--- src/hw/rtl/frls_pkg.sv ---
// ----------------------------------------------------------------------------
// frls_pkg
// Shared types and constants for the flash record log scan core.
// ----------------------------------------------------------------------------
`default_nettype none

package frls_pkg;

  localparam int unsigned MAX_SLOTS  = 1638;
  localparam int unsigned SLOT_W     = 11;
  localparam int unsigned N_PAY      = 7;
  localparam int unsigned HASH_BYTES = 32;
  localparam int unsigned BYTE_CNT_W = $clog2(HASH_BYTES);

  localparam logic [31:0] SIG_VALID  = 32'h554D_4D32;
  localparam logic [31:0] SIG_ERASED = 32'hFFFF_FFFF;
  localparam logic [31:0] FNV_BASIS  = 32'd2166136261;
  localparam logic [31:0] FNV_PRIME  = 32'd16777619;

  localparam logic OP_SCAN  = 1'b0;
  localparam logic OP_BUILD = 1'b1;

  typedef struct packed {
    logic        operation;
    logic [31:0] signature;
    logic [31:0] sequence_req;
    logic [31:0] setpoint;
    logic [31:0] hysteresis;
    logic [31:0] high_limit;
    logic [31:0] low_limit;
    logic [31:0] humidity_zero;
    logic [31:0] humidity_gain;
    logic [31:0] log_period;
    logic [31:0] stored_checksum;
    logic        last_record;
  } in_item_t;

  typedef struct packed {
    logic              found;
    logic [31:0]       sequence_out;
    logic [31:0]       checksum_out;
    logic [SLOT_W-1:0] free_slot;
    logic [31:0]       setpoint_out;
    logic [31:0]       hysteresis_out;
    logic [31:0]       high_limit_out;
    logic [31:0]       low_limit_out;
    logic [31:0]       humidity_zero_out;
    logic [31:0]       humidity_gain_out;
    logic [31:0]       log_period_out;
  } out_item_t;

  typedef enum logic [1:0] {
    KIND_BUILD,
    KIND_ERASED,
    KIND_RECORD
  } kind_t;

  // One classified item, as it travels from front to back.
  typedef struct packed {
    kind_t                  kind;
    logic                   sig_ok;
    logic                   last;
    logic [31:0]            seq;
    logic [N_PAY-1:0][31:0] pay;
    logic [31:0]            checksum;
  } cmd_t;

endpackage

`default_nettype wire

--- src/hw/rtl/frls_front.sv ---
// ----------------------------------------------------------------------------
// frls_front
// Input stage: takes items, classifies them and hands them to the queue.
// ----------------------------------------------------------------------------
`default_nettype none

module frls_front import frls_pkg::*; (
  input  wire logic     clk,
  input  wire logic     rst,
  input  wire logic     in_valid,
  output logic          in_ready,
  input  wire in_item_t in_item,
  output logic          cmd_valid,
  input  wire logic     cmd_ready,
  output cmd_t          cmd
);

  logic hold;
  cmd_t cmd_in;

  always_comb begin
    if (in_item.operation == OP_BUILD) begin
      cmd_in.kind = KIND_BUILD;
    end else if (in_item.signature == SIG_ERASED) begin
      cmd_in.kind = KIND_ERASED;
    end else begin
      cmd_in.kind = KIND_RECORD;
    end
    cmd_in.sig_ok   = (in_item.signature == SIG_VALID);
    cmd_in.last     = in_item.last_record;
    cmd_in.seq      = in_item.sequence_req;
    cmd_in.pay      = {in_item.log_period, in_item.humidity_gain,
                       in_item.humidity_zero, in_item.low_limit,
                       in_item.high_limit, in_item.hysteresis,
                       in_item.setpoint};
    cmd_in.checksum = in_item.stored_checksum;
  end

  assign in_ready  = !hold || cmd_ready;
  assign cmd_valid = hold;

  always_ff @(posedge clk) begin
    if (rst) begin
      hold <= 1'b0;
    end else if (in_ready) begin
      hold <= in_valid;
    end
  end

  always_ff @(posedge clk) begin
    if (in_valid && in_ready) begin
      cmd <= cmd_in;
    end
  end

endmodule

`default_nettype wire

--- src/hw/rtl/frls_queue.sv ---
// ----------------------------------------------------------------------------
// frls_queue
// Two-entry queue between front and back.
// ----------------------------------------------------------------------------
`default_nettype none

module frls_queue import frls_pkg::*; (
  input  wire logic clk,
  input  wire logic rst,
  input  wire logic push_valid,
  output logic      push_ready,
  input  wire cmd_t push_cmd,
  output logic      pop_valid,
  input  wire logic pop_ready,
  output cmd_t      pop_cmd
);

  cmd_t       entry [2];
  logic       wr_ptr;
  logic       rd_ptr;
  logic [1:0] count;
  logic       do_push;
  logic       do_pop;

  assign push_ready = (count != 2'd2);
  assign pop_valid  = (count != 2'd0);
  assign pop_cmd    = entry[rd_ptr];
  assign do_push    = push_valid && push_ready;
  assign do_pop     = pop_valid && pop_ready;

  always_ff @(posedge clk) begin
    if (rst) begin
      wr_ptr <= 1'b0;
      rd_ptr <= 1'b0;
      count  <= 2'd0;
    end else begin
      if (do_push) wr_ptr <= !wr_ptr;
      if (do_pop)  rd_ptr <= !rd_ptr;
      unique case ({do_push, do_pop})
        2'b10:   count <= count + 2'd1;
        2'b01:   count <= count - 2'd1;
        default: count <= count;
      endcase
    end
  end

  always_ff @(posedge clk) begin
    if (do_push) begin
      entry[wr_ptr] <= push_cmd;
    end
  end

endmodule

`default_nettype wire

--- src/hw/rtl/frls_back.sv ---
// ----------------------------------------------------------------------------
// frls_back
// Execution stage: byte-serial FNV-1a, scan state, result register.
// ----------------------------------------------------------------------------
`default_nettype none

module frls_back import frls_pkg::*; (
  input  wire logic  clk,
  input  wire logic  rst,
  input  wire logic  cmd_valid,
  output logic       cmd_ready,
  input  wire cmd_t  cmd_in,
  output logic       out_valid,
  input  wire logic  out_ready,
  output out_item_t  out_item
);

  typedef enum logic [1:0] {
    S_IDLE,
    S_HASH,
    S_DONE
  } state_t;

  state_t                 state;
  cmd_t                   cur;
  logic [31:0]            hash;
  logic [8*HASH_BYTES-1:0] bytes;
  logic [BYTE_CNT_W-1:0]  byte_cnt;

  logic                   have_best;
  logic [31:0]            best_sequence;
  logic [N_PAY-1:0][31:0] best_payload;
  logic [31:0]            next_sequence;
  logic [SLOT_W-1:0]      slot_counter;

  logic [31:0]            hash_next;
  logic [31:0]            seq_diff;
  logic                   newer;
  logic                   take;
  logic [SLOT_W-1:0]      slot_inc;
  logic                   scan_end;
  logic                   emit;
  logic                   can_emit;
  logic                   out_load;
  logic [31:0]            nseq;
  out_item_t              result;

  assign cmd_ready = (state == S_IDLE);

  // One FNV-1a step: xor a byte, multiply by the prime.
  assign hash_next = 32'((hash ^ {24'd0, bytes[7:0]}) * FNV_PRIME);

  assign seq_diff = cur.seq - best_sequence;
  assign newer    = (seq_diff != 32'd0) && !seq_diff[31];
  assign take     = cur.sig_ok && (hash == cur.checksum) && (!have_best || newer);
  assign slot_inc = slot_counter + SLOT_W'(1);
  assign scan_end = cur.last || (slot_inc >= SLOT_W'(MAX_SLOTS));
  assign emit     = (cur.kind != KIND_RECORD) || scan_end;
  assign can_emit = !out_valid || out_ready;
  assign out_load = (state == S_DONE) && emit && can_emit;

  // Winner as seen at the end of a record slot (that slot included).
  always_comb begin
    logic                   win_have;
    logic [31:0]            win_seq;
    logic [N_PAY-1:0][31:0] win_pay;
    win_have = have_best;
    win_seq  = best_sequence;
    win_pay  = best_payload;
    if (cur.kind == KIND_RECORD && take) begin
      win_have = 1'b1;
      win_seq  = cur.seq;
      win_pay  = cur.pay;
    end
    nseq = win_have ? win_seq + 32'd1 : 32'd1;
    result.found        = win_have;
    result.sequence_out = nseq;
    result.checksum_out = 32'd0;
    result.free_slot    = (cur.kind == KIND_ERASED) ? slot_counter : SLOT_W'(MAX_SLOTS);
    if (!win_have) win_pay = '0;
    if (cur.kind == KIND_BUILD) begin
      result.found        = 1'b1;
      result.sequence_out = next_sequence;
      result.checksum_out = hash;
      result.free_slot    = '0;
      win_pay             = cur.pay;
    end
    result.setpoint_out      = win_pay[0];
    result.hysteresis_out    = win_pay[1];
    result.high_limit_out    = win_pay[2];
    result.low_limit_out     = win_pay[3];
    result.humidity_zero_out = win_pay[4];
    result.humidity_gain_out = win_pay[5];
    result.log_period_out    = win_pay[6];
  end

  always_ff @(posedge clk) begin
    if (rst) begin
      state         <= S_IDLE;
      out_valid     <= 1'b0;
      have_best     <= 1'b0;
      best_sequence <= '0;
      next_sequence <= 32'd1;
      slot_counter  <= '0;
    end else begin
      if (out_load) begin
        out_valid <= 1'b1;
      end else if (out_ready) begin
        out_valid <= 1'b0;
      end
      unique case (state)
        S_IDLE: begin
          if (cmd_valid) begin
            state <= (cmd_in.kind == KIND_ERASED) ? S_DONE : S_HASH;
          end
        end
        S_HASH: begin
          if (byte_cnt == BYTE_CNT_W'(HASH_BYTES - 1)) state <= S_DONE;
        end
        S_DONE: begin
          if (!emit || can_emit) begin
            state <= S_IDLE;
            if (cur.kind == KIND_BUILD) begin
              next_sequence <= next_sequence + 32'd1;
            end else if (emit) begin
              next_sequence <= nseq;
              have_best     <= 1'b0;
              best_sequence <= '0;
              slot_counter  <= '0;
            end else begin
              slot_counter <= slot_inc;
              if (take) begin
                have_best     <= 1'b1;
                best_sequence <= cur.seq;
              end
            end
          end
        end
        default: state <= S_IDLE;
      endcase
    end
  end

  // Datapath registers.
  always_ff @(posedge clk) begin
    unique case (state)
      S_IDLE: begin
        if (cmd_valid) begin
          cur      <= cmd_in;
          hash     <= FNV_BASIS;
          byte_cnt <= '0;
          bytes    <= {cmd_in.pay,
                       (cmd_in.kind == KIND_BUILD) ? next_sequence : cmd_in.seq};
        end
      end
      S_HASH: begin
        hash     <= hash_next;
        bytes    <= {8'd0, bytes[8*HASH_BYTES-1:8]};
        byte_cnt <= byte_cnt + BYTE_CNT_W'(1);
      end
      S_DONE: begin
        if (!emit || can_emit) begin
          if (emit) out_item <= result;
          if (cur.kind == KIND_RECORD && !emit && take) best_payload <= cur.pay;
        end
      end
      default: ;
    endcase
  end

endmodule

`default_nettype wire

--- src/hw/rtl/flash_record_log_scan_core.sv ---
// ----------------------------------------------------------------------------
// flash_record_log_scan_core
// Settings record log: scans stored slots for the newest valid record and
// builds new records with their FNV-1a checksum.
// ----------------------------------------------------------------------------
// Back end: a build or non-erased scan item goes through a load step, a
//   byte-serial FNV-1a hash over its 32 sequence and payload bytes, and a
//   commit step; an erased-slot item goes from load straight to commit.
//   The back end takes a new item only once the last one is committed.
//   Path: front register, queue, back end, result register.
// Reset: synchronous, active high; clears the scan state, sets the next
//   sequence to 1 and empties the front register, queue and result register.
`default_nettype none

module flash_record_log_scan_core import frls_pkg::*; (
  input  wire logic      clk,
  input  wire logic      rst,
  input  wire logic      in_valid,
  output logic           in_ready,
  input  wire in_item_t  in_item,
  output logic           out_valid,
  input  wire logic      out_ready,
  output out_item_t      out_item
);

  // Front: registers each item and tags it as build, erased slot or record.
  logic fq_valid;
  logic fq_ready;
  cmd_t fq_cmd;

  // Queue to back end.
  logic qb_valid;
  logic qb_ready;
  cmd_t qb_cmd;

  frls_front u_front (
    .clk       (clk),
    .rst       (rst),
    .in_valid  (in_valid),
    .in_ready  (in_ready),
    .in_item   (in_item),
    .cmd_valid (fq_valid),
    .cmd_ready (fq_ready),
    .cmd       (fq_cmd)
  );

  // Two entries let the front keep taking items while the back hashes.
  frls_queue u_queue (
    .clk        (clk),
    .rst        (rst),
    .push_valid (fq_valid),
    .push_ready (fq_ready),
    .push_cmd   (fq_cmd),
    .pop_valid  (qb_valid),
    .pop_ready  (qb_ready),
    .pop_cmd    (qb_cmd)
  );

  // Back: hash, newest-record selection, sequence and slot bookkeeping.
  // Mid-region record slots update state only; a result is registered at
  // an erased slot, the last slot, the region bound, or a build.
  frls_back u_back (
    .clk       (clk),
    .rst       (rst),
    .cmd_valid (qb_valid),
    .cmd_ready (qb_ready),
    .cmd_in    (qb_cmd),
    .out_valid (out_valid),
    .out_ready (out_ready),
    .out_item  (out_item)
  );

endmodule

`default_nettype wire

--- config.mk ---
export PLATFORM = sky130hd
export DESIGN_NAME = flash_record_log_scan_core
export DESIGN_NICKNAME = d
export VERILOG_FILES = /design/src/hw/rtl/frls_pkg.sv /design/src/hw/rtl/frls_front.sv /design/src/hw/rtl/frls_queue.sv /design/src/hw/rtl/frls_back.sv /design/src/hw/rtl/flash_record_log_scan_core.sv
export SDC_FILE = /design/constraint.sdc
export NUM_CORES = 2
export LEC_CHECK = 0
export BUFFER_PORTS_ARGS = -buffer_cell sky130_fd_sc_hd__buf_2
export CAP_MARGIN = 20
export CORE_MARGIN = 4
export CORE_UTILIZATION = 25
export CTS_CLUSTER_SIZE = 28
export DETAILED_ROUTE_END_ITERATION = 16
export MAX_ROUTING_LAYER = met4
export PLACE_DENSITY_LB_ADDON = 0.3
export RECOVER_POWER = 50
export SYNTH_ARGS = -nofsm -noshare
export SYNTH_HDL_FRONTEND = slang
export SYNTH_SLANG_ARGS = --single-unit
--- constraint.sdc ---
create_clock -name clk -period 58.2 [get_ports clk]
set_clock_uncertainty 0.2 [all_clocks]
set_input_delay 5.82 -clock clk [delete_from_list [all_inputs] [get_ports clk]]
set_output_delay 5.82 -clock clk [all_outputs]
set_load 0.01 [all_outputs]
==> flow_metrics.py <==
metrics = {
    "status": {
        "status": "finished, violations left",
        "violations": "capacitance limit, slew limit",
    },
    "finish": {
        "layout-drive-gt1-share_pct": 16.9,
        "final_cell_area_um2": 101000,
        "fillerInstances": 33500,
        "design.final.nets": 7166,
        "areaGrowthSynthToFinish_pct": 19.5,
    },
    "cts": {
        "post_cts_resized": 0,
        "post_cts.repair.setup_buffers": 0,
        "numClockSinks": 2070,
        "clock_path_buffers": 4,
        "h-tree-depth": 4,
        "clkTransAtPathRegs_ns": 0.06,
        "numCtsBuffers": 236,
        "cts_tree": "done",
        "cts-hold-fix-buffers": 0,
        "clk_latency_ns": 0.92,
        "cts-root-buf": "sky130_fd_sc_hd__clkbuf_16",
    },
    "sta": {
        "tightestPinTransition_ns": 8.76,
        "final.setup.tns_ns": 0,
        "timing_hold_violations_final": 0,
        "fin_ws_ns": 46.04,
        "rsz_0062_raised_after_global_routing": "no",
        "timing.slew.headroom_pct": -484,
        "timing.fmax_mhz": 82.3,
        "timing.final.crit_share_pct": 20.9,
        "setup_viol": 0,
        "post-route-min-period_ns": 12.16,
        "slew_viol_final": 1525,
    },
    "placed_design": {
        "post-place-ws_ns": 48.61,
        "port_buffers": 627,
        "place_congestion": 0.834,
        "dp_hpwl_um": 165000,
        "placed_cell_areas_um2": 92800,
    },
    "grt": {
        "gr-usage-all-layers_pct": 14.3,
        "initial_antenna_violation_count": 46,
        "grt.overflow.total": 0,
        "grt_first_pass_wirelength_um": 357000,
        "via_count_of_the_first_global_routing_pass": 50000,
        "grt_max_degree": 200,
    },
    "floorplanning": {
        "top_level_ports": 628,
        "die_area_um2": 346000,
        "core_region_area_um2": 334000,
        "horizontal_die_dimension_um": 589,
        "initial_core_util_pct": 25.2,
        "floorplan.die.height_um": 589,
        "std_cell_rows": 212,
    },
    "routing": {
        "detail_route.first_pass.iterations": 5,
        "detail-route-antenna-nets": 0,
        "drtIter0Drc": 3530,
        "detail_route.vias_per_cell": 4.32,
        "postRouteWirelength_um": 248000,
        "drcViolationCount": 0,
        "drt-wirelength-per-cell_um": 22.0,
        "dr_total_vias": 48600,
    },
    "worst_setup_path": {
        "crit_family": "buffers and inverters",
        "cp.buffers_inverters": 3,
        "path_common_cell": "sky130_fd_sc_hd__clkbuf_1",
        "crit_path_cell_trace": "nor2_1, nor3_1, clkbuf_1, clkbuf_1, buf_4",
        "timing.setup.critical_path_class": "flop to flop",
        "delay_of_the_slowest_critical_path_stage_ns": 6.12,
        "timing.critical_path.fanout_max": 119,
        "critical-path-slowest-cell": "sky130_fd_sc_hd__clkbuf_1",
        "worstPathArrival_ns": 12.48,
        "end_kind": "flop",
        "cp.required_ns": 58.52,
        "worst_setup_path_start_kind": "flop",
    },
    "yosys": {
        "dominantRegCellSynth": "sky130_fd_sc_hd__edfxtp_1",
        "synthTopCellsByArea": "sky130_fd_sc_hd__edfxtp_1, sky130_fd_sc_hd__mux2_2, sky130_fd_sc_hd__nor2_1, sky130_fd_sc_hd__ha_1, sky130_fd_sc_hd__nand2_1",
        "synth_seq_cells": 2070,
        "mappedNetlistArea_um2": 84300,
        "count_of_cell_types_in_the_netlist": 78,
        "syn_inst": 5855,
        "post-synth-top-area-fraction_pct": 70.7,
        "synth_most_common_cell": "sky130_fd_sc_hd__edfxtp_1",
        "synthDominantAreaCellType": "sky130_fd_sc_hd__edfxtp_1",
        "avgSynthCellArea_um2": 14.4,
        "synth_enable_flop_cells": 1985,
        "yosysWarnings": 0,
        "syn-num-nets": 6480,
        "synth_async_sr_flop_share_pct": 0,
        "sequential_share_of_the_synthesized_area_pct": 72.8,
        "synthTopCellsByCount": "sky130_fd_sc_hd__edfxtp_1, sky130_fd_sc_hd__nor2_1, sky130_fd_sc_hd__nand2_1, sky130_fd_sc_hd__o21ai_0, sky130_fd_sc_hd__mux2_2",
    },
    "job": {
        "max-cap-violations": 29,
    },
    "min_path": {
        "hp-class": "flop to flop",
    },
}
==> through the flow <==
stage               utilization (%)  hold slack (ns)  std cells
global placement               27.7            0.223      10800
floorplan                         -            0.221       5855
detailed placement             27.7            0.230      10800
CTS                            30.1            0.161      11200
global route                   30.1            0.185      11300
finish                         30.1            0.167      11300
==> registers in the layout (all words and copies together), names as in the netlist, named ones only <==
signal                flops
u_queue.entry           584
u_back.out_item         300
u_back.cur              292
u_front.cmd             292
u_back.bytes            256
u_back.best_payload     224
u_back.best_sequence     32
u_back.hash              32
u_back.next_sequence     32
u_back.slot_counter      11
u_back.byte_cnt           5
u_back.state              2
u_queue.count             2
u_back.have_best          1
u_back.out_valid          1
u_front.cmd_valid         1
u_queue.rd_ptr            1
u_queue.wr_ptr            1
==> layer usage <==
metal | vias up | part of all wire (%) | routed length [um] | track usage, %
met2 | 1363 | 49 | 121000 | 23.6
met3 | 356 | 5.1 | 12700 | 2.13
met5 | - | 0 | 0 | -
li1 | 22500 | - | - | -
met4 | 0 | 3.3 | 8240 | 4.29
met1 | 24300 | 43 | 106000 | 18.2
==> cell usage in the layout (no fill, tap or decap), types with 75 or more instances in the layout <==
cell and count:
sky130_fd_sc_hd__xnor2_1 75, sky130_fd_sc_hd__mux2_1 228, sky130_fd_sc_hd__edfxtp_1 1985, sky130_fd_sc_hd__inv_1 253, sky130_fd_sc_hd__nor2_1 804, sky130_fd_sc_hd__dfxtp_1 84, sky130_fd_sc_hd__o21ai_0 305, sky130_fd_sc_hd__nand2_1 646
sky130_fd_sc_hd__fa_1 75, sky130_fd_sc_hd__ha_1 224, sky130_fd_sc_hd__buf_2 627, sky130_fd_sc_hd__clkbuf_16 237, sky130_fd_sc_hd__a21oi_1 170
==> cell families (layout without fill, tap and decap cells) <==
logic type / Yosys count / count (layout) / share of synthesized area (%)
AOI/OAI and AO/OA: 653 / 653 / 4.50
xor gates and xnor gates: 147 / 147 / 1.53
adders and majority gates: 300 / 300 / 5.12
buffers and inverters: 506 / 1396 / 2.31
DFF: 2070 / 2070 / 72.8
muxes: 352 / 352 / 4.62
other: 0 / 22 / 0
and+or+nand+nor: 1827 / 1827 / 9.15
==> final timing paths <==
path | start | to | slack, ns | cells after the start
worst min register to register | u_front.cmd[286]$_DFFE_PP_ | u_queue.entry[0][286]$_DFFE_PP_ | 0.17 | 0
worst max-delay path | u_queue.count[0]$_SDFFE_PP0P_ | u_back.cur[145]$_DFFE_PP_ | 46.04 | 5
worst max register to register | u_queue.count[0]$_SDFFE_PP0P_ | u_back.cur[145]$_DFFE_PP_ | 46.04 | 5
worst min-delay path | u_front.cmd[286]$_DFFE_PP_ | u_queue.entry[0][286]$_DFFE_PP_ | 0.17 | 0
==> area by class of cell <==
class                      count  area, um^2  share of cell area [%]
clock inverter               170        1930                    1.91
inverter                     254         961                   0.955
multi-input combinational   3279       21000                    20.9
antenna                       22        55.1                  0.0547
clock buffer                 272        6080                    6.04
timing repair buffer         700        3650                    3.62
sequential                  2070       61300                    60.9
tap                         4494        5620                    5.59
Power is left out: the tool's default activity adds up to more than one toggle a clock period on the data nets, which glitch-free logic cannot reach.
